<file path="config.mk">
export PLATFORM = sky130hd
export DESIGN_NAME = morse_character_keyer
export DESIGN_NICKNAME = d
export VERILOG_FILES = /design/src/sv/mck_pkg.sv /design/src/sv/morse_character_keyer.sv /design/src/sv/mck_front.sv /design/src/sv/mck_queue.sv /design/src/sv/mck_back.sv
export SDC_FILE = /design/constraint.sdc
export NUM_CORES = 1
export LEC_CHECK = 0
export ABC_CLOCK_PERIOD_IN_PS = 4850
export BUFFER_PORTS_ARGS = -buffer_cell sky130_fd_sc_hd__buf_2
export CORE_ASPECT_RATIO = 1.4
export CORE_MARGIN = 5
export CORE_UTILIZATION = 50
export CTS_CLUSTER_DIAMETER = 120
export DETAILED_ROUTE_END_ITERATION = 12
export HOLD_SLACK_MARGIN = 0.12
export PLACE_DENSITY_LB_ADDON = 0.08
export SKIP_CTS_REPAIR_TIMING = 1
export SYNTH_ARGS = -nofsm -noshare
export SYNTH_HDL_FRONTEND = slang
export SYNTH_HIERARCHICAL = 1
export SYNTH_SLANG_ARGS = --single-unit
</file>
<file path="constraint.sdc">
create_clock -name clk -period 4.85 [get_ports clk]
set_input_delay 0.97 -clock clk [delete_from_list [all_inputs] [get_ports clk]]
set_output_delay 0.97 -clock clk [all_outputs]
set_load 0.03 [all_outputs]
</file>
<file path="src/sv/mck_pkg.sv">
// ----------------------------------------------------------------------------
// mck_pkg
// Shared types, constants and the Morse code table for the character keyer.
// ----------------------------------------------------------------------------
`default_nettype none

package mck_pkg;

  // ASCII codes that bound the mapped character ranges
  localparam logic [7:0] ASCII_SPACE = 8'h20;
  localparam logic [7:0] ASCII_ZERO  = 8'h30;
  localparam logic [7:0] ASCII_NINE  = 8'h39;
  localparam logic [7:0] ASCII_A     = 8'h41;
  localparam logic [7:0] ASCII_Z     = 8'h5A;

  localparam int          NUM_LETTERS      = 26;
  localparam int          NUM_CODES        = 36;
  localparam int          CODE_IDX_W       = 6;
  localparam int          MAX_SYMS         = 5;
  localparam int          LEN_W            = 3;
  localparam int          UNIT_W           = 12;
  localparam int          DUR_W            = 15;
  localparam logic [UNIT_W-1:0] UNIT_TICKS_RESET = 12'd100;

  // One character code: symbol count, then symbols with bit 0 sent first
  // (1 = dash, 0 = dot).
  typedef struct packed {
    logic [LEN_W-1:0]    len;
    logic [MAX_SYMS-1:0] bits;
  } code_t;

  // Classified character handed from the front end to the sequencer
  typedef struct packed {
    logic                is_space;
    logic                lead_gap;
    logic [LEN_W-1:0]    sym_len;
    logic [MAX_SYMS-1:0] sym_bits;
  } job_t;

  // Segment lengths in units
  typedef enum logic [2:0] {
    U_ONE   = 3'd1,
    U_THREE = 3'd3,
    U_SEVEN = 3'd7
  } units_t;

  // Segment sequencer states
  typedef enum logic [2:0] {
    BK_IDLE,
    BK_SPACE,
    BK_LEAD,
    BK_MARK,
    BK_GAP
  } back_state_t;

  // A-Z, then 0-9
  localparam code_t CODE_TAB [NUM_CODES] = '{
    '{3'd2, 5'b00010}, '{3'd4, 5'b00001}, '{3'd4, 5'b00101}, '{3'd3, 5'b00001},
    '{3'd1, 5'b00000}, '{3'd4, 5'b00100}, '{3'd3, 5'b00011}, '{3'd4, 5'b00000},
    '{3'd2, 5'b00000}, '{3'd4, 5'b01110}, '{3'd3, 5'b00101}, '{3'd4, 5'b00010},
    '{3'd2, 5'b00011}, '{3'd2, 5'b00001}, '{3'd3, 5'b00111}, '{3'd4, 5'b00110},
    '{3'd4, 5'b01011}, '{3'd3, 5'b00010}, '{3'd3, 5'b00000}, '{3'd1, 5'b00001},
    '{3'd3, 5'b00100}, '{3'd4, 5'b01000}, '{3'd3, 5'b00110}, '{3'd4, 5'b01001},
    '{3'd4, 5'b01101}, '{3'd4, 5'b00011},
    '{3'd5, 5'b11111}, '{3'd5, 5'b11110}, '{3'd5, 5'b11100}, '{3'd5, 5'b11000},
    '{3'd5, 5'b10000}, '{3'd5, 5'b00000}, '{3'd5, 5'b00001}, '{3'd5, 5'b00011},
    '{3'd5, 5'b00111}, '{3'd5, 5'b01111}
  };

  // Look up a character; unmapped characters return length zero
  function automatic code_t code_lookup(input logic [7:0] sym);
    logic [7:0] off;
    code_t      code;
    code = '0;
    off  = '0;
    if (sym >= ASCII_A && sym <= ASCII_Z) begin
      off  = sym - ASCII_A;
      code = CODE_TAB[off[CODE_IDX_W-1:0]];
    end else if (sym >= ASCII_ZERO && sym <= ASCII_NINE) begin
      off  = sym - ASCII_ZERO + 8'(NUM_LETTERS);
      code = CODE_TAB[off[CODE_IDX_W-1:0]];
    end
    return code;
  endfunction

endpackage

`default_nettype wire

</file>
<file path="src/sv/morse_character_keyer.sv">
// The first segment of a character goes through the job queue and the sequencer state to out_tvalid.
// Throughput: one segment per cycle while out_tready does not stall; a character has 1 to 10
//   segments, and the sequencer returns to idle before it takes the next character.
// A two-entry job queue lets the input side accept while segments are still going out.
// Reset (rst_n low, synchronous): letter gap flag cleared, queue emptied,
//   output idle, unit length set to 100 ticks.
// ----------------------------------------------------------------------------
// morse_character_keyer
// Converts ASCII characters into timed Morse key segments (level, duration).
// ----------------------------------------------------------------------------
`default_nettype none

module morse_character_keyer #(
  parameter int QUEUE_DEPTH = 2
) (
  input  wire logic        clk,
  input  wire logic        rst_n,
  // input channel
  input  wire logic        in_tvalid,
  output logic             in_tready,
  input  wire logic [7:0]  in_tdata,   // [7:0] symbol
  input  wire logic        in_tlast,   // end_of_message
  // result channel
  output logic             out_tvalid,
  input  wire logic        out_tready,
  output logic [15:0]      out_tdata,  // [0] key_on, [15:1] duration
  output logic             out_tlast,  // last_segment
  // configuration channel
  input  wire logic        cfg_valid,
  output logic             cfg_ready,
  input  wire logic [11:0] cfg_data    // unit_ticks
);

  logic [mck_pkg::UNIT_W-1:0] unit_ticks_r, unit_ticks_nxt;
  logic                       q_full;
  logic                       push;
  mck_pkg::job_t              push_job;
  logic                       pop;
  logic                       pop_valid;
  mck_pkg::job_t              pop_job;
  logic                       key_on;
  logic [mck_pkg::DUR_W-1:0]  duration;

  // Unit length register
  assign cfg_ready      = 1'b1;
  assign unit_ticks_nxt = (cfg_valid && cfg_ready) ? cfg_data : unit_ticks_r;

  always_ff @(posedge clk) begin
    if (!rst_n) begin
      unit_ticks_r <= mck_pkg::UNIT_TICKS_RESET;
    end else begin
      unit_ticks_r <= unit_ticks_nxt;
    end
  end

  mck_front u_front (
    .clk            (clk),
    .rst_n          (rst_n),
    .in_valid       (in_tvalid),
    .in_ready       (in_tready),
    .symbol         (in_tdata),
    .end_of_message (in_tlast),
    .q_full         (q_full),
    .push           (push),
    .push_job       (push_job)
  );

  mck_queue #(
    .DEPTH (QUEUE_DEPTH)
  ) u_queue (
    .clk       (clk),
    .rst_n     (rst_n),
    .push      (push),
    .push_job  (push_job),
    .full      (q_full),
    .pop       (pop),
    .pop_valid (pop_valid),
    .pop_job   (pop_job)
  );

  mck_back u_back (
    .clk          (clk),
    .rst_n        (rst_n),
    .unit_ticks   (unit_ticks_r),
    .job_valid    (pop_valid),
    .job          (pop_job),
    .pop          (pop),
    .out_valid    (out_tvalid),
    .out_ready    (out_tready),
    .key_on       (key_on),
    .duration     (duration),
    .last_segment (out_tlast)
  );

  assign out_tdata = {duration, key_on};

endmodule

`default_nettype wire

</file>
<file path="src/sv/mck_front.sv">
// ----------------------------------------------------------------------------
// mck_front
// Accepts characters, tracks the owed letter gap and queues segment jobs.
// ----------------------------------------------------------------------------
`default_nettype none

module mck_front (
  input  wire logic          clk,
  input  wire logic          rst_n,
  input  wire logic          in_valid,
  output logic               in_ready,
  input  wire logic [7:0]    symbol,
  input  wire logic          end_of_message,
  input  wire logic          q_full,
  output logic               push,
  output mck_pkg::job_t      push_job
);

  logic          gap_pending_r;
  logic          gap_pending_nxt;
  logic          accept;
  logic          is_space;
  mck_pkg::code_t code;

  assign in_ready = !q_full;
  assign accept   = in_valid && in_ready;
  assign is_space = (symbol == mck_pkg::ASCII_SPACE);
  assign code     = mck_pkg::code_lookup(symbol);

  // Classify the character into a job; drop items that produce no segment
  always_comb begin
    push_job.is_space = is_space;
    push_job.lead_gap = !is_space && gap_pending_r;
    push_job.sym_len  = is_space ? '0 : code.len;
    push_job.sym_bits = code.bits;
    push = accept && (is_space || gap_pending_r || (code.len != '0));
    gap_pending_nxt = gap_pending_r;
    if (accept) begin
      gap_pending_nxt = is_space ? 1'b0 : !end_of_message;
    end
  end

  // Hold the letter gap flag
  always_ff @(posedge clk) begin
    if (!rst_n) begin
      gap_pending_r <= 1'b0;
    end else begin
      gap_pending_r <= gap_pending_nxt;
    end
  end

endmodule

`default_nettype wire

</file>
<file path="src/sv/mck_queue.sv">
// ----------------------------------------------------------------------------
// mck_queue
// Short job queue that decouples the front end from the segment sequencer.
// ----------------------------------------------------------------------------
`default_nettype none

module mck_queue #(
  parameter int DEPTH = 2
) (
  input  wire logic          clk,
  input  wire logic          rst_n,
  input  wire logic          push,
  input  wire mck_pkg::job_t push_job,
  output logic               full,
  input  wire logic          pop,
  output logic               pop_valid,
  output mck_pkg::job_t      pop_job
);

  localparam int PW = (DEPTH > 1) ? $clog2(DEPTH) : 1;
  localparam int CW = $clog2(DEPTH + 1);

  mck_pkg::job_t   entry_r [DEPTH];
  logic [PW-1:0]   wr_ptr_r, wr_ptr_nxt;
  logic [PW-1:0]   rd_ptr_r, rd_ptr_nxt;
  logic [CW-1:0]   count_r,  count_nxt;
  logic            do_push, do_pop;

  assign full      = (count_r == CW'(DEPTH));
  assign pop_valid = (count_r != '0);
  assign pop_job   = entry_r[rd_ptr_r];
  assign do_push   = push && !full;
  assign do_pop    = pop && pop_valid;

  // Advance pointers with wrap, track fill level
  always_comb begin
    wr_ptr_nxt = wr_ptr_r;
    rd_ptr_nxt = rd_ptr_r;
    count_nxt  = count_r;
    if (do_push) begin
      wr_ptr_nxt = (wr_ptr_r == PW'(DEPTH - 1)) ? '0 : wr_ptr_r + PW'(1);
    end
    if (do_pop) begin
      rd_ptr_nxt = (rd_ptr_r == PW'(DEPTH - 1)) ? '0 : rd_ptr_r + PW'(1);
    end
    if (do_push && !do_pop) begin
      count_nxt = count_r + CW'(1);
    end else if (do_pop && !do_push) begin
      count_nxt = count_r - CW'(1);
    end
  end

  always_ff @(posedge clk) begin
    if (!rst_n) begin
      wr_ptr_r <= '0;
      rd_ptr_r <= '0;
      count_r  <= '0;
    end else begin
      wr_ptr_r <= wr_ptr_nxt;
      rd_ptr_r <= rd_ptr_nxt;
      count_r  <= count_nxt;
    end
  end

  // Store the pushed job
  always_ff @(posedge clk) begin
    if (do_push) begin
      entry_r[wr_ptr_r] <= push_job;
    end
  end

endmodule

`default_nettype wire

</file>
<file path="src/sv/mck_back.sv">
// ----------------------------------------------------------------------------
// mck_back
// Segment sequencer: expands one queued job into timed key segments.
// ----------------------------------------------------------------------------
`default_nettype none

module mck_back (
  input  wire logic                         clk,
  input  wire logic                         rst_n,
  input  wire logic [mck_pkg::UNIT_W-1:0]   unit_ticks,
  input  wire logic                         job_valid,
  input  wire mck_pkg::job_t                job,
  output logic                              pop,
  output logic                              out_valid,
  input  wire logic                         out_ready,
  output logic                              key_on,
  output logic [mck_pkg::DUR_W-1:0]         duration,
  output logic                              last_segment
);

  mck_pkg::back_state_t state_r, state_nxt;
  mck_pkg::job_t        job_r, job_nxt;
  logic [2:0]           idx_r, idx_nxt;
  logic                 out_valid_r, out_valid_nxt;
  logic                 key_r;
  logic [mck_pkg::DUR_W-1:0] dur_r;
  logic                 last_r;
  logic                 out_free;
  logic                 emit;
  logic                 seg_key;
  logic                 seg_last;
  mck_pkg::units_t      seg_units;
  logic                 mark_last;

  // Scale a unit count by the unit length with shifts, adds and a subtract
  function automatic logic [mck_pkg::DUR_W-1:0] scale(
    input mck_pkg::units_t u, input logic [mck_pkg::UNIT_W-1:0] ut);
    logic [mck_pkg::DUR_W-1:0] d;
    case (u)
      mck_pkg::U_ONE:   d = {3'b000, ut};
      mck_pkg::U_THREE: d = {3'b000, ut} + {2'b00, ut, 1'b0};
      mck_pkg::U_SEVEN: d = {ut, 3'b000} - {3'b000, ut};
      default:          d = '0;
    endcase
    return d;
  endfunction

  assign out_free  = !out_valid_r || out_ready;
  assign mark_last = (idx_r == job_r.sym_len - 3'd1);

  // Next state and segment selection
  always_comb begin
    state_nxt = state_r;
    job_nxt   = job_r;
    idx_nxt   = idx_r;
    pop       = 1'b0;
    emit      = 1'b0;
    seg_key   = 1'b0;
    seg_last  = 1'b0;
    seg_units = mck_pkg::U_ONE;
    unique case (state_r)
      mck_pkg::BK_IDLE: begin
        if (job_valid) begin
          pop     = 1'b1;
          job_nxt = job;
          idx_nxt = '0;
          if (job.is_space) begin
            state_nxt = mck_pkg::BK_SPACE;
          end else if (job.lead_gap) begin
            state_nxt = mck_pkg::BK_LEAD;
          end else begin
            state_nxt = mck_pkg::BK_MARK;
          end
        end
      end
      mck_pkg::BK_SPACE: begin
        if (out_free) begin
          emit      = 1'b1;
          seg_units = mck_pkg::U_SEVEN;
          seg_last  = 1'b1;
          state_nxt = mck_pkg::BK_IDLE;
        end
      end
      mck_pkg::BK_LEAD: begin
        if (out_free) begin
          emit      = 1'b1;
          seg_units = mck_pkg::U_THREE;
          seg_last  = (job_r.sym_len == '0);
          state_nxt = seg_last ? mck_pkg::BK_IDLE : mck_pkg::BK_MARK;
        end
      end
      mck_pkg::BK_MARK: begin
        if (out_free) begin
          emit      = 1'b1;
          seg_key   = 1'b1;
          seg_units = job_r.sym_bits[idx_r] ? mck_pkg::U_THREE : mck_pkg::U_ONE;
          seg_last  = mark_last;
          state_nxt = mark_last ? mck_pkg::BK_IDLE : mck_pkg::BK_GAP;
        end
      end
      mck_pkg::BK_GAP: begin
        if (out_free) begin
          emit      = 1'b1;
          idx_nxt   = idx_r + 3'd1;
          state_nxt = mck_pkg::BK_MARK;
        end
      end
      default: begin
        state_nxt = mck_pkg::BK_IDLE;
      end
    endcase
    out_valid_nxt = out_valid_r;
    if (emit) begin
      out_valid_nxt = 1'b1;
    end else if (out_ready) begin
      out_valid_nxt = 1'b0;
    end
  end

  always_ff @(posedge clk) begin
    if (!rst_n) begin
      state_r     <= mck_pkg::BK_IDLE;
      out_valid_r <= 1'b0;
      idx_r       <= '0;
    end else begin
      state_r     <= state_nxt;
      out_valid_r <= out_valid_nxt;
      idx_r       <= idx_nxt;
    end
  end

  // Hold the current job and the output segment
  always_ff @(posedge clk) begin
    job_r <= job_nxt;
    if (emit) begin
      key_r  <= seg_key;
      dur_r  <= scale(seg_units, unit_ticks);
      last_r <= seg_last;
    end
  end

  assign out_valid    = out_valid_r;
  assign key_on       = key_r;
  assign duration     = dur_r;
  assign last_segment = last_r;

endmodule

`default_nettype wire

</file>
# After elaboration in Yosys (flattened, before gate mapping)
# Memory sizes are Yosys's and may differ from the RTL's. A register that Yosys moved wholly into a read port is not among the register bits.
# Cells that the tools add are included.
dict set report classes {
  n_addsub 11
  multipliers 0
  n_div 0
  order_cmp 7
  n_eq_ne 15
  n_shift 0
  n_mux 46
  bitwise_logic 2
  reduce_logical 29
}
# op count
set op_table {}
lappend op_table {{$mux 8} 6}
lappend op_table {{$pmux 15 s3} 1}
lappend op_table {{$mux 3} 12}
lappend op_table {{$mux 1} 17}
lappend op_table {{$pmux 3 s5} 1}
lappend op_table {{$sub 15x12->15} 1}
lappend op_table {{$add 12x13->14} 1}
lappend op_table {{$ge 7x7->1 const B} 2}
lappend op_table {{$not 6->7} 2}
lappend op_table {{$mux 2} 5}
lappend op_table {{$eq 3x2->1 const B} 3}
lappend op_table {{$logic_and 1x1->1} 9}
lappend op_table {{$pmux 3 s3} 1}
lappend op_table {{$eq 8x6->1 const B} 1}
lappend op_table {{$ge 8x6->1 const B} 1}
lappend op_table {{$ge 8x7->1 const B} 1}
lappend op_table {{$le 8x6->1 const B} 1}
lappend op_table {{$le 8x7->1 const B} 1}
lappend op_table {{$ne 2x1->1 const B} 4}
lappend op_table {{$reduce_bool 2->1} 4}
lappend op_table {{$add 6x5->6 const B} 1}
lappend op_table {{$eq 3x1->1 const B} 2}
lappend op_table {{$eq 3x3->1 const B} 2}
lappend op_table {{$logic_not 1->1} 6}
lappend op_table {{21 further kinds} 25}
dict set report totals {
  regBits 49
  latch_bits 0
  ramBits 20
  mem_bits_ro 1024
  inputBits 26
  output_inout_bits 20
  mem_count 3
}
# memory depth word_bits read_ports rd_ports_with_merged_regs write_ports line_no
set mem_list {}
lappend mem_list {{(name not given)} 64 8 1 0 0 mck_pkg.sv:78} ;# code = CODE_TAB[off[CODE_IDX_W-1:0]];
lappend mem_list {{(name not given)} 64 8 1 0 0 mck_pkg.sv:81} ;# code = CODE_TAB[off[CODE_IDX_W-1:0]];
lappend mem_list {u_queue.entry_r 2 10 1 1 1 mck_queue.sv:23} ;# mck_pkg::job_t entry_r [DEPTH];

# Depth between registers and ports, before layout
# Gate-level depths: netlist of the first run.
dict set report logic_depth {
  word_depth 16
  depth_mapped 18
  ltp_nobuf 16
}

# Modules after synthesis
# Netlist of the first run, hierarchy kept.
# module n_inst cells_each area_per_inst_um2 seq_area_each_um2
set by_module_without_submodules {}
lappend by_module_without_submodules {mck_back 1 264 2498.6 890.9}
lappend by_module_without_submodules {mck_front 1 200 1397.6 20.0}
lappend by_module_without_submodules {mck_queue 1 57 948.4 700.7}
lappend by_module_without_submodules {morse_character_keyer 1 41 461.7 240.2}

# Worst setup path before layout of the first run
# No wires, ideal clock.
dict set report synth_path {
  kind {input to register}
  start {input port in_tdata[1]}
  end {register u_queue.count_r[1]}
  t_arrival_ns 4.416
  required_ns 4.780
  path_slack_ns 0.364
  path_stages 15
  path_buffers 2
  path_cell_list {clkbuf_1 inv_1 ha_1 buf_2 and2b_2 xnor2_1 mux4_2 nand2b_1 a32o_1 o41a_1 inv_1 nor2_1 ha_1 or3_1 a21oi_1}
}
dict set report synth_between {
  elab_chain_len 15
}
# item line_no
set synth_lines {}
lappend synth_lines {{from (decl)} morse_character_keyer.sv:21} ;# input wire logic [7:0] in_tdata,
lappend synth_lines {{$sub 6x6->6} mck_pkg.sv:80} ;# off = sym - ASCII_ZERO + 8'(NUM_LETTERS);
lappend synth_lines {{$add 6x5->6} mck_pkg.sv:80}
lappend synth_lines {{$not 6->7 (not written as such)} mck_pkg.sv:81}
lappend synth_lines {{$mem_v2 64x8} -}
lappend synth_lines {{$mux 8 (not written as such) (2 in series)} mck_pkg.sv:81}
lappend synth_lines {{$mux 8} mck_pkg.sv:79} ;# end else if (sym >= ASCII_ZERO && sym <= ASCII_NINE) begin
lappend synth_lines {{$mux 8} mck_pkg.sv:76} ;# if (sym >= ASCII_A && sym <= ASCII_Z) begin
lappend synth_lines {{$reduce_bool 3->1} mck_front.sv:36} ;# push = accept && (is_space || gap_pending_r || (code.len != '0));
lappend synth_lines {{$logic_or 1x1->1 *} mck_front.sv:36}
lappend synth_lines {{$logic_and 1x1->1 *} mck_front.sv:36}
lappend synth_lines {{net push} morse_character_keyer.sv:36} ;# logic push;
lappend synth_lines {{$logic_and 1x1->1 *} mck_queue.sv:32} ;# assign do_push = push && !full;
lappend synth_lines {{$logic_not 1->1} mck_queue.sv:48} ;# end else if (do_pop && !do_push) begin
lappend synth_lines {{$logic_and 1x1->1} mck_queue.sv:48}
lappend synth_lines {{$reduce_bool 2->1 (no line)} -}
lappend synth_lines {{to (signal assigned)} mck_queue.sv:61} ;# count_r <= count_nxt;
lappend synth_lines {{to (decl)} mck_queue.sv:26} ;# logic [CW-1:0] count_r, count_nxt;
# The timed path passes the listed nets; every way through them passes the cells marked *. The select of a mux whose other input is x is not followed.
# A chain may end at the register's enable or synchronous reset.

# Worst setup path after layout of the first run
dict set report layout_path {
  start {input port in_tdata[0]}
  end {register u_queue.count_r[1]}
}
# The elaborated chain is that of the path after synthesis.

==> results.md, run 1 <==
- Largest family of logic cells by synthesized area: compound AO/OA/AOI/OAI gates
- Count of final setup violators: 0
- Final Max Slew Viols: 0
- Worst Path Buf+Inv: 4
- DRC violations left: 0
- Reg2reg end: u_back/duration[14]
- Hold Path Class: flip-flop to flip-flop
- Levels on crit path: 15
- Antenna diode count: 0
- #FFs+latches synth: 70
- Root Buffer: clkbuf_16
- Total power per unit cell area: 430.4 nW/um^2
- CP max stage cell: mux4_2
- CTS buffer count: 9
- Unrepaired setup endpoints after global routing: no
- Max-Cap Viols: 0
- Clock sink count: 70
- Share of layout cells above drive strength 1: 0.1735
- Crit Path Class: primary input to flip-flop
- First-pass GRT wire length: approximately 22000 um
- Core Area: roughly 10000 um^2
- Longest Clk Path Bufs: 2
- Via count: between 4000 and 5000
- Worst reg2reg path depth: 8
- Final hold violations: 0
- Delay-heaviest family, CP: adder cells
- Post-DP HPWL: 9719 um
- Synth Area in Compound Gates: 0.1882
- Post-DR wirelength/cell: 17.11 um
- Worst Setup EP: u_queue/count_r[1]
- Die height: 131.9 um
- Syn_nets: between 600 and 700
- Initial Utilization: 0.5100
- Final Cycle Share: 0.8704
- Sequential group share of total power: 0.353
- Fillers: around 930
- Worst path max stage delay: between 0.4 and 0.5 ns
- PnR worst setup slack: between 0.6 and 0.7 ns
- Main synth FF type: edfxtp_1
- Post-Synthesis Cells: 562
- Standard-cell row count: 44
- Clk pwr share: 0.255
- VDD IR max: 0.2257 mV
- Maximum net fanout on the critical path: 9
- Post-route cell area: around 6000 um^2
- Chip width: ~97 um
- Register area share after synthesis: 0.3490
- Worst skew pair latency: between 0.3 and 0.4 ns
- Ys Warns: 6
- Vias in the first global route: 4420
- CP required: 5.12 ns
- Fin Clk Skew: around 0.0085 ns
- Total wire length: 12820 um
- Post-Synth Adder-Cell Area: 0.1004
- Reg2Reg Launch Point: unit_ticks_r[4]
- Initial antenna violation count: 0
- DRT antenna net count: 0
- Total track usage: 0.2045
- Final nets: 674
- Hold depth: 2
- Multiplexer share of the synthesized area: 0.08158
- Relative slew slack: 0.4542
- Status: completed
- Cell Chain, Critical Path: buf_2 -> inv_1 -> ha_1 -> inv_1 -> ha_1 -> nand2b_1 -> mux4_2 -> nand2b_1 -> a32o_1 -> o41a_1 -> inv_1 -> nor2_1 -> ha_1 -> or3_1 -> a21oi_1
- Sw power: 0.9565 mW
- Comb pwr share: 0.392
- Internal: ~1.6 mW
- Peak Freq: 0.2369 GHz
- Drt initial violations: 300
- Largest net degree at the start of global routing: 23
- Worst setup EP type: flip-flop
- DRT Pass-1 Iters: 6
- R2R setup slack: ~2.2 ns
- Critical Path AT: about 4.5 ns
- Total negative slack: 0 ns
- Syn Std Cell Area: 5306 um^2
- Synth-to-Final Area Change: 12.40%
- Placed Area: roughly 5700 um^2
- Post-synth ARST share: 0
- Die Area: 12800 um^2
- Global route overflow: 0
- I/O Pins: 46
- Routability cong.: 0.9378
- CTS clk-pin slew, worst paths: 0.06 ns
- Simple-gate share of the synthesized area: 0.1542
- Post-synth EDFFs: 45
- H-tree depth: 3
- Slew @ Worst Pin: 0.8143 ns
- Via density: 5.884
- Sw frac: 0.3726
- Xor and xnor fraction of the mapped netlist area: 0.07239
- I/O Buffers: 44
- Minimum clock period: 4.221 ns
- Worst setup path startpoint: in_tdata[0]
- CP Launch Type: primary input
- Cell variety after synth: 70
- Leakage Power: between 2 and 2.5 nW
- CTS tree: yes
- Pre-CTS setup slack: 0.3296 ns
- Avg Synthesized Cell Area: 9.442 um^2
-- logic make-up (layout without fill, tap and decap cells) --
group	after synthesis	after routing
AOI/OAI and AO/OA	151	151
adders and majority gates	42	42
other	1	1
DFF	70	70
muxes	34	34
buffers and inverters	62	111
xor gates and xnor gates	43	43
and+or+nand+nor	159	159
-- how the worst min path moves through the flow --
stage / start / end / slack (ns)
6_report: u_queue/rd_ptr_r / u_queue/rd_ptr_r / 0.51
5_1_grt: u_queue/rd_ptr_r / u_queue/rd_ptr_r / 0.53
4_1_cts: u_queue/rd_ptr_r / u_queue/rd_ptr_r / 0.51
3_5_place_dp: u_queue/rd_ptr_r / u_queue/rd_ptr_r / 0.50
3_3_place_gp: u_queue/rd_ptr_r / flip-flop / 0.48
2_1_floorplan: u_queue/rd_ptr_r / flip-flop / 0.47
-- placed cells by master (no fill, tap or decap), types with 4 or more instances in the layout --
cell,synthesis,routed
ha_1,41,41
clkbuf_16,0,9
a21o_1,7,7
nor3b_1,4,4
nand3_1,16,16
mux4_2,6,6
o22ai_1,10,10
buf_2,6,44
or2_2,4,4
nor3_1,11,11
nor2_1,39,39
a211oi_1,7,7
mux2_2,14,14
mux2i_1,14,14
nand2_1,34,34
o221ai_1,6,6
o21ai_0,24,24
a31oi_1,10,10
xor2_1,19,19
nand4_1,4,4
xnor2_1,23,23
a22oi_1,5,5
nor2b_1,18,18
dfxtp_1,25,25
a21oi_1,39,39
inv_1,35,35
nand2b_1,12,12
o311ai_0,5,5
a21boi_0,6,6
o211ai_1,9,9
edfxtp_1,45,45
buf_4,3,15
-- tightest hold or removal path, delay by kind of cell, from the launching register on --
kind	cells	cell delay [ns]
and+or+nand+nor	1	0.08
xor gates and xnor gates	1	0.08
DFF	1	0.32
-- routing by layer --
| metal | routed length, um | GRT usage |
|---|---|---|
| met5 | 0 | 0 |
| met4 | 383 | 0.09680 |
| met3 | 596 | 0.03653 |
| met2 | 6373 | 0.3452 |
| met1 | 5462 | 0.2519 |
-- flip-flops by register name (all words and copies together) (netlist names), named ones only --
signal                 cells
u_back/duration           15
u_back/idx_r               3
u_back/job_r               8
u_back/key_on              1
u_back/last_segment        1
u_back/out_valid           1
u_back/state_r             3
u_front/gap_pending_r      1
u_queue/count_r            2
u_queue/entry_r           20
u_queue/rd_ptr_r           1
u_queue/wr_ptr_r           1
unit_ticks_r              12
-- layout make-up --
type,count,area (um^2),area share
flip-flops and latches,70,1852,0.3105
clock buffers,11,242.7,0.04070
well taps,138,172.7,0.02895
repair buffers,59,332.8,0.05580
clock inverters,5,58.81,0.009859
multi-input cells,430,3171,0.5316
inverters,36,135.1,0.02266
-- power by group through the flow --
stage,Sequential (mW),Clock [mW],Combinational [mW]
after CTS,0.909,0.670,1.01
after global routing,0.928,0.702,1.10
after global placement,0.916,0,0.997
final,0.907,0.654,1.01
after detailed placement,0.921,0,1.00
after floorplan,1.05,0,0.619
-- cells in the mapped netlist (5+ instances only) --
master,instances,area share
o311ai_0,5,0.0083
nor2b_1,18,0.021
o211ai_1,9,0.013
a21o_1,7,0.0099
edfxtp_1,45,0.25
a21oi_1,39,0.037
o221ai_1,6,0.0099
mux2i_1,14,0.026
a22oi_1,5,0.0071
o22ai_1,10,0.012
inv_1,35,0.025
mux2_2,14,0.030
mux4_2,6,0.025
nand3_1,16,0.015
buf_2,6,0.0057
nor2_1,39,0.028
o21ai_0,24,0.023
a21boi_0,6,0.0085
nor3_1,11,0.010
clkbuf_1,13,0.0092
xor2_1,19,0.031
ha_1,41,0.097
dfxtp_1,25,0.094
xnor2_1,23,0.038
nand2_1,34,0.024
nand2b_1,12,0.014
a31oi_1,10,0.012
a211oi_1,7,0.0099
-- stage by stage --
| stage | power, mW | hold WS [ns] | util | cells |
|---|---|---|---|---|
| after floorplan | 1.670 | 0.4725 | - | 562 |
| after global placement | 1.913 | 0.4844 | 0.5443 | 733 |
| after detailed placement | 1.925 | 0.4954 | 0.5443 | 733 |
| after CTS | 2.589 | 0.5096 | 0.5732 | 749 |
| after global routing | 2.732 | 0.5294 | 0.5732 | 749 |
| final | 2.567 | 0.5147 | 0.5732 | 749 |
Power figures use the tool's default switching activity.
==> run 2, diff against run 1 <==
--- a/config.mk
+++ b/config.mk
@@ -7,9 +7,11 @@
 export LEC_CHECK = 0
 export ABC_CLOCK_PERIOD_IN_PS = 4850
 export BUFFER_PORTS_ARGS = -buffer_cell sky130_fd_sc_hd__buf_2
+export CELL_PAD_IN_SITES_DETAIL_PLACEMENT = 1
+export CELL_PAD_IN_SITES_GLOBAL_PLACEMENT = 1
 export CORE_ASPECT_RATIO = 1.4
 export CORE_MARGIN = 5
-export CORE_UTILIZATION = 50
+export CORE_UTILIZATION = 40
 export CTS_CLUSTER_DIAMETER = 120
 export DETAILED_ROUTE_END_ITERATION = 12
 export HOLD_SLACK_MARGIN = 0.12
==> results.md, run 2 (synthesized netlist as in run 1, its figures left out) <==
- Critical Path AT: 4.59 ns
- Post-DP HPWL: 11460 um
- Count of final setup violators: 0
- DRT antenna net count: 0
- Antenna diode count: 0
- Total negative slack: 0 ns
- Global route overflow: 0
- Worst skew pair latency: about 0.33 ns
- Worst reg2reg path depth: 8
- Minimum clock period: 4.342 ns
- Most common cell after layout, fill and taps aside: edfxtp_1
- Worst path max stage delay: between 0.4 and 0.5 ns
- Unrepaired setup endpoints after global routing: no
- Final nets: 678
- Leakage Power: 2.415 nW
- Delay-heaviest family, CP: adder cells
- Reg2reg end: u_queue/count_r[1]
- Via density: 5.513
- Total power per unit cell area: around 420 nW/um^2
- CTS tree: yes
- Worst Path Buf+Inv: 4
- Slew @ Worst Pin: roughly 0.84 ns
- Clock sink count: 70
- Status: completed
- Maximum net fanout on the critical path: 8
- H-tree depth: 3
- I/O Pins: 46
- Peak Freq: ~0.23 GHz
- Initial antenna violation count: 0
- Reg2Reg Launch Point: u_queue/count_r[0]
- Pre-CTS setup slack: 0.1717 ns
- Fin Clk Skew: 0.008148 ns
- VDD IR max: 0.1990 mV
- Sequential cell area: 1852 um^2
- Synth-to-Final Area Change: 13.44%
- Core Area: 12940 um^2
- Worst setup EP type: flip-flop
- Chip width: around 110 um
- Total track usage: 0.1905
- Hold depth: 2
- Cell Chain, Critical Path: buf_2 -> inv_1 -> ha_1 -> inv_1 -> ha_1 -> nand2b_1 -> mux4_2 -> nand2b_1 -> a32o_1 -> o41a_1 -> inv_1 -> nor2_1 -> ha_1 -> or3_1 -> a21oi_1
- Finished Core Util: 0.4653
- Biggest register: u_queue/entry_r
- Share of layout cells above drive strength 1: 0.1789
- CP Launch Type: primary input
- Total wire length: 14600 um
- First-pass GRT wire length: 23870 um
- CP max stage cell: mux4_2
- Vias in the first global route: 4590
- CTS clk-pin slew, worst paths: 0.06 ns
- Final hold violations: 0
- Initial Utilization: 0.4102
- PnR worst setup slack: 0.5078 ns
- Post-DR wirelength/cell: ~18 um
- Hold Path Class: flip-flop to flip-flop
- Worst Hold End: u_queue/rd_ptr_r
- Max FFs per register: 20
- CTS buffer count: 9
- Max-Cap Viols: 0
- Leading cell types in the layout, fill and taps excluded: edfxtp_1, buf_2, ha_1, nor2_1, a21oi_1
- Longest Clk Path Bufs: 2
- Fillers: 1528
- Crit Path Class: primary input to flip-flop
- Final Max Slew Viols: 0
- Final Cycle Share: 0.8953
- DRC violations left: 0
- Drt initial violations: about 110
- Die height: around 150 um
- Standard-cell row count: 49
- Via count: 4372
- Die Area: 15700 um^2
- Multi-input logic area: about 3200 um^2
- Root Buffer: clkbuf_16
- R2R setup slack: 2.16 ns
- Min-delay src: u_queue/rd_ptr_r
- DRT Pass-1 Iters: 4
- Relative slew slack: 0.4399
- CP required: 5.10 ns
- I/O Buffers: 44
- Routability cong.: 0.9076
- Largest net degree at the start of global routing: 23
==> run 2: stage by stage <==
step | cell area, um^2 | hold slack [ns] | std cells | power (mW)
after detailed placement | 5743 | 0.5067 | 777 | 1.966
after floorplan | 5306 | 0.4725 | 562 | 1.670
after CTS | 6020 | 0.5255 | 793 | 2.585
final | 6020 | 0.5256 | 793 | 2.541
after global routing | 6020 | 0.5450 | 793 | 2.704
after global placement | 5743 | 0.4908 | 777 | 1.936
==> run 2: metal layers <==
metal	global-route usage	share of wire
met1	0.2291	0.43
met2	0.3318	0.51
met3	0.02827	0.030
met4	0.08654	0.037
met5	0	0
==> run 2: power breakdown <==
group | leakage (nW) | internal (mW) | switching [mW]
combinational | 1.65 | 0.368 | 0.661
clock | 0.132 | 0.360 | 0.243
sequential | 0.629 | 0.835 | 0.0741
==> run 2: final cells by class <==
class                           instances  area share
Clock buffer                           11     0.04032
Multi-Input combinational cell        430      0.5267
Timing Repair Buffer                   63     0.06028
Tap cell                              178     0.03700
Inverter                               36     0.02245
Sequential cell                        70      0.3076
Clock inverter                          5    0.005612
==> run 2: worst max-delay path by stage <==
stage,start,end,slack (ns),depth (start not counted)
after floorplan,in_tdata[1],u_queue/count_r[1],0.36,15
after global placement,in_tdata[0],u_queue/count_r[1],0.36,15
after detailed placement,in_tdata[0],u_queue/count_r[1],0.17,15
after CTS,in_tdata[0],u_queue/count_r[1],0.52,15
after global routing,in_tdata[0],u_queue/count_r[1],0.34,15
final,in_tdata[0],u_queue/count_r[1],0.51,15
==> run 2: worst min-delay path, cell delays in order, from the launching register on <==
cell	delay, ns
dfxtp_1	0.33
xor2_1	0.08
nor2_1	0.08
==> run 3, diff against run 2 <==
--- a/config.mk
+++ b/config.mk
@@ -5,6 +5,7 @@
 export SDC_FILE = /design/constraint.sdc
 export NUM_CORES = 1
 export LEC_CHECK = 0
+export ABC_AREA = 1
 export ABC_CLOCK_PERIOD_IN_PS = 4850
 export BUFFER_PORTS_ARGS = -buffer_cell sky130_fd_sc_hd__buf_2
 export CELL_PAD_IN_SITES_DETAIL_PLACEMENT = 1
==> results.md, run 3 <==
- Syn Std Cell Area: 5816 um^2
- Post-DR wirelength/cell: 16.29 um
- Standard-cell row count: 52
- Maximum net fanout on the critical path: 16
- Syn_nets: 919
- Biggest register: u_queue/entry_r
- Global route overflow: 0
- Reg2Reg Launch Point: u_back/state_r[1]
- Drt initial violations: 215
- I/O Pins: 46
- Hold Path Class: flip-flop to flip-flop
- DRT antenna net count: 0
- DRT Pass-1 Iters: 4
- Area leader, netlist: edfxtp_1
- CTS clk-pin slew, worst paths: 0.06 ns
- Worst setup path startpoint: in_tdata[1]
- Initial antenna violation count: 0
- Die Area: 17080 um^2
- Register area share after synthesis: 0.3184
- H-tree depth: 3
- Finished Core Util: 0.4504
- Vias in the first global route: 6019
- Final nets: around 960
- Clk pwr share: 0.269
- CP required: between 4 and 5 ns
- Share of layout cells above drive strength 1: 0.1184
- Leakage Power: approximately 3.2 nW
- I/O Buffers: 44
- Top cell type's share of synthesized area: 0.2324
- Largest net degree at the start of global routing: 23
- Core Area: 14380 um^2
- CTS tree: yes
- Post-DP HPWL: 14220 um
- Antenna diode count: 0
- Via density: 5.220
- Minimum clock period: between 4 and 5 ns
- Max FFs per register: 20
- Unrepaired setup endpoints after global routing: no
- Ys Warns: 6
- Synth-to-Final Area Change: 11.36%
- Sequential group share of total power: 0.333
- Root Buffer: clkbuf_16
- Top-count cell post-synth: nand2_1
- Dominant cells by area after synthesis: edfxtp_1, nand2_1, ha_1, dfxtp_1, nand3_1
- Synth top cells by count: nand2_1, inv_1, nor2_1
- Die height: 152.7 um
- Status: completed
- Total power per unit cell area: 415.6 nW/um^2
- Chip width: between 100 and 150 um
- Routed length on met3: 439 um
- Worst skew pair latency: around 0.33 ns
- First-pass GRT wire length: roughly 29000 um
- Fin Clk Skew: 0.003653 ns
- Max Used Layer: met4
- Total negative slack: 0 ns
- DRC violations left: 0
- VDD IR max: 0.1626 mV
- Cell variety after synth: 49
- Initial Utilization: 0.4045
- Crit Path Class: primary input to flip-flop
- Clock sink count: 70
- Sw power: 1.091 mW
- Internal: 1.601 mW
- CTS buffer count: 9
- Slew @ Worst Pin: 0.8611 ns
- Count of final setup violators: 0
- Critical Path AT: between 4 and 5 ns
- Wl on met1: 7545 um
- Final hold violations: 0
- Longest Clk Path Bufs: 2
- Met2 WL: 9236 um
- Post-synth ARST share: 0
- Final Max Slew Viols: 0
- Comb pwr share: 0.399
- #FFs+latches synth: 70
- Worst setup EP type: flip-flop
- Max-Cap Viols: 0
- CP Launch Type: primary input
- Final Cycle Share: 0.8418
- Routability cong.: around 0.90
- Most common cell after layout, fill and taps aside: nand2_1
- Via count: 5659
- Relative slew slack: 0.4238
- Sw frac: 0.4054
- Main synth FF type: edfxtp_1
- Peak Freq: 0.2449 GHz
- Min-delay src: u_queue/rd_ptr_r
- Post-synth EDFFs: 45
- Total track usage: 0.2073
- Leading cell types in the layout, fill and taps excluded: nand2_1, inv_1, nor2_1, nand3_1
- Total wire length: 17650 um
- Avg Synthesized Cell Area: between 6 and 7 um^2
- Post-Synthesis Cells: 851
==> run 3: cell types whose count changed after synthesis, sizes merged, moves of 15 or more <==
cell / change
inv: +84
nand2: +234
nand3: +70
nor2: +53
nor2b: -18
o21ai: +25
xnor2: -19
xor2: -15
==> run 3: critical path: stages <==
cell     delay (ns)
buf_2          0.20
inv_1          0.25
ha_1           0.22
inv_1          0.12
ha_1           0.53
inv_1          0.22
nand2_1        0.13
nand2_1        0.11
nand2_1        0.09
nand2_1        0.05
nand3_1        0.08
nand2_1        0.07
nand2_2        0.08
inv_2          0.04
a21oi_2        0.13
o21ai_2        0.09
nor2_1         0.67
==> run 3: power by group through the flow <==
stage                     logic, mW  clock network, mW  registers [mW]
final                          1.07              0.723           0.896
after global routing           1.20              0.773           0.912
after CTS                      1.08              0.742           0.897
after detailed placement       1.07                  0           0.908
after global placement         1.03                  0           0.903
after floorplan               0.735                  0           0.961
==> run 3: cells by family after synthesis <==
logic type,Yosys count,share of synthesized area
simple gates,473,0.3462
flops,70,0.3184
other cells,1,0.0006448
compound gates,107,0.1043
buf+inv,139,0.1059
mux,10,0.01936
xor+xnor,9,0.01355
fa+ha+maj,42,0.09165
==> run 3: final timing paths <==
check	to	cells after the start	slack, ns
max reg2reg	u_queue/count_r[1]	13	2.53
min reg2reg	flip-flop	2	0.50
max	u_queue/entry_r[1][6]	17	0.77
min	flip-flop	2	0.50
==> run 3: routing by layer <==
| metal | vias to the layer above | track usage |
|---|---|---|
| li1 | 2846 | - |
| met1 | 2697 | 0.2404 |
| met2 | 87 | 0.3834 |
| met3 | 29 | 0.02741 |
| met4 | 0 | 0.07652 |
| met5 | - | 0 |
==> run 3: per-stage QoR <==
stage	hold WS, ns	power (mW)	instances	instance area, um^2	setup WS [ns]
after floorplan	0.4650	1.696	851	5816	1.219
final	0.4997	2.692	1084	6476	0.7674
after CTS	0.5029	2.721	1084	6476	0.7748
after detailed placement	0.4891	1.981	1068	6147	0.4299
after global routing	0.5601	2.887	1084	6476	0.4393
after global placement	0.4760	1.931	1068	6147	0.6087
==> run 3: final cells by class <==
type,count,area [um^2]
clock inverter,7,103.9
sequential,70,1852
inverter,120,467.9
fill,1926,7903
multi-input combinational,642,3348
clock buffer,9,225.2
tap,189,236.5
timing repair buffer,47,242.7
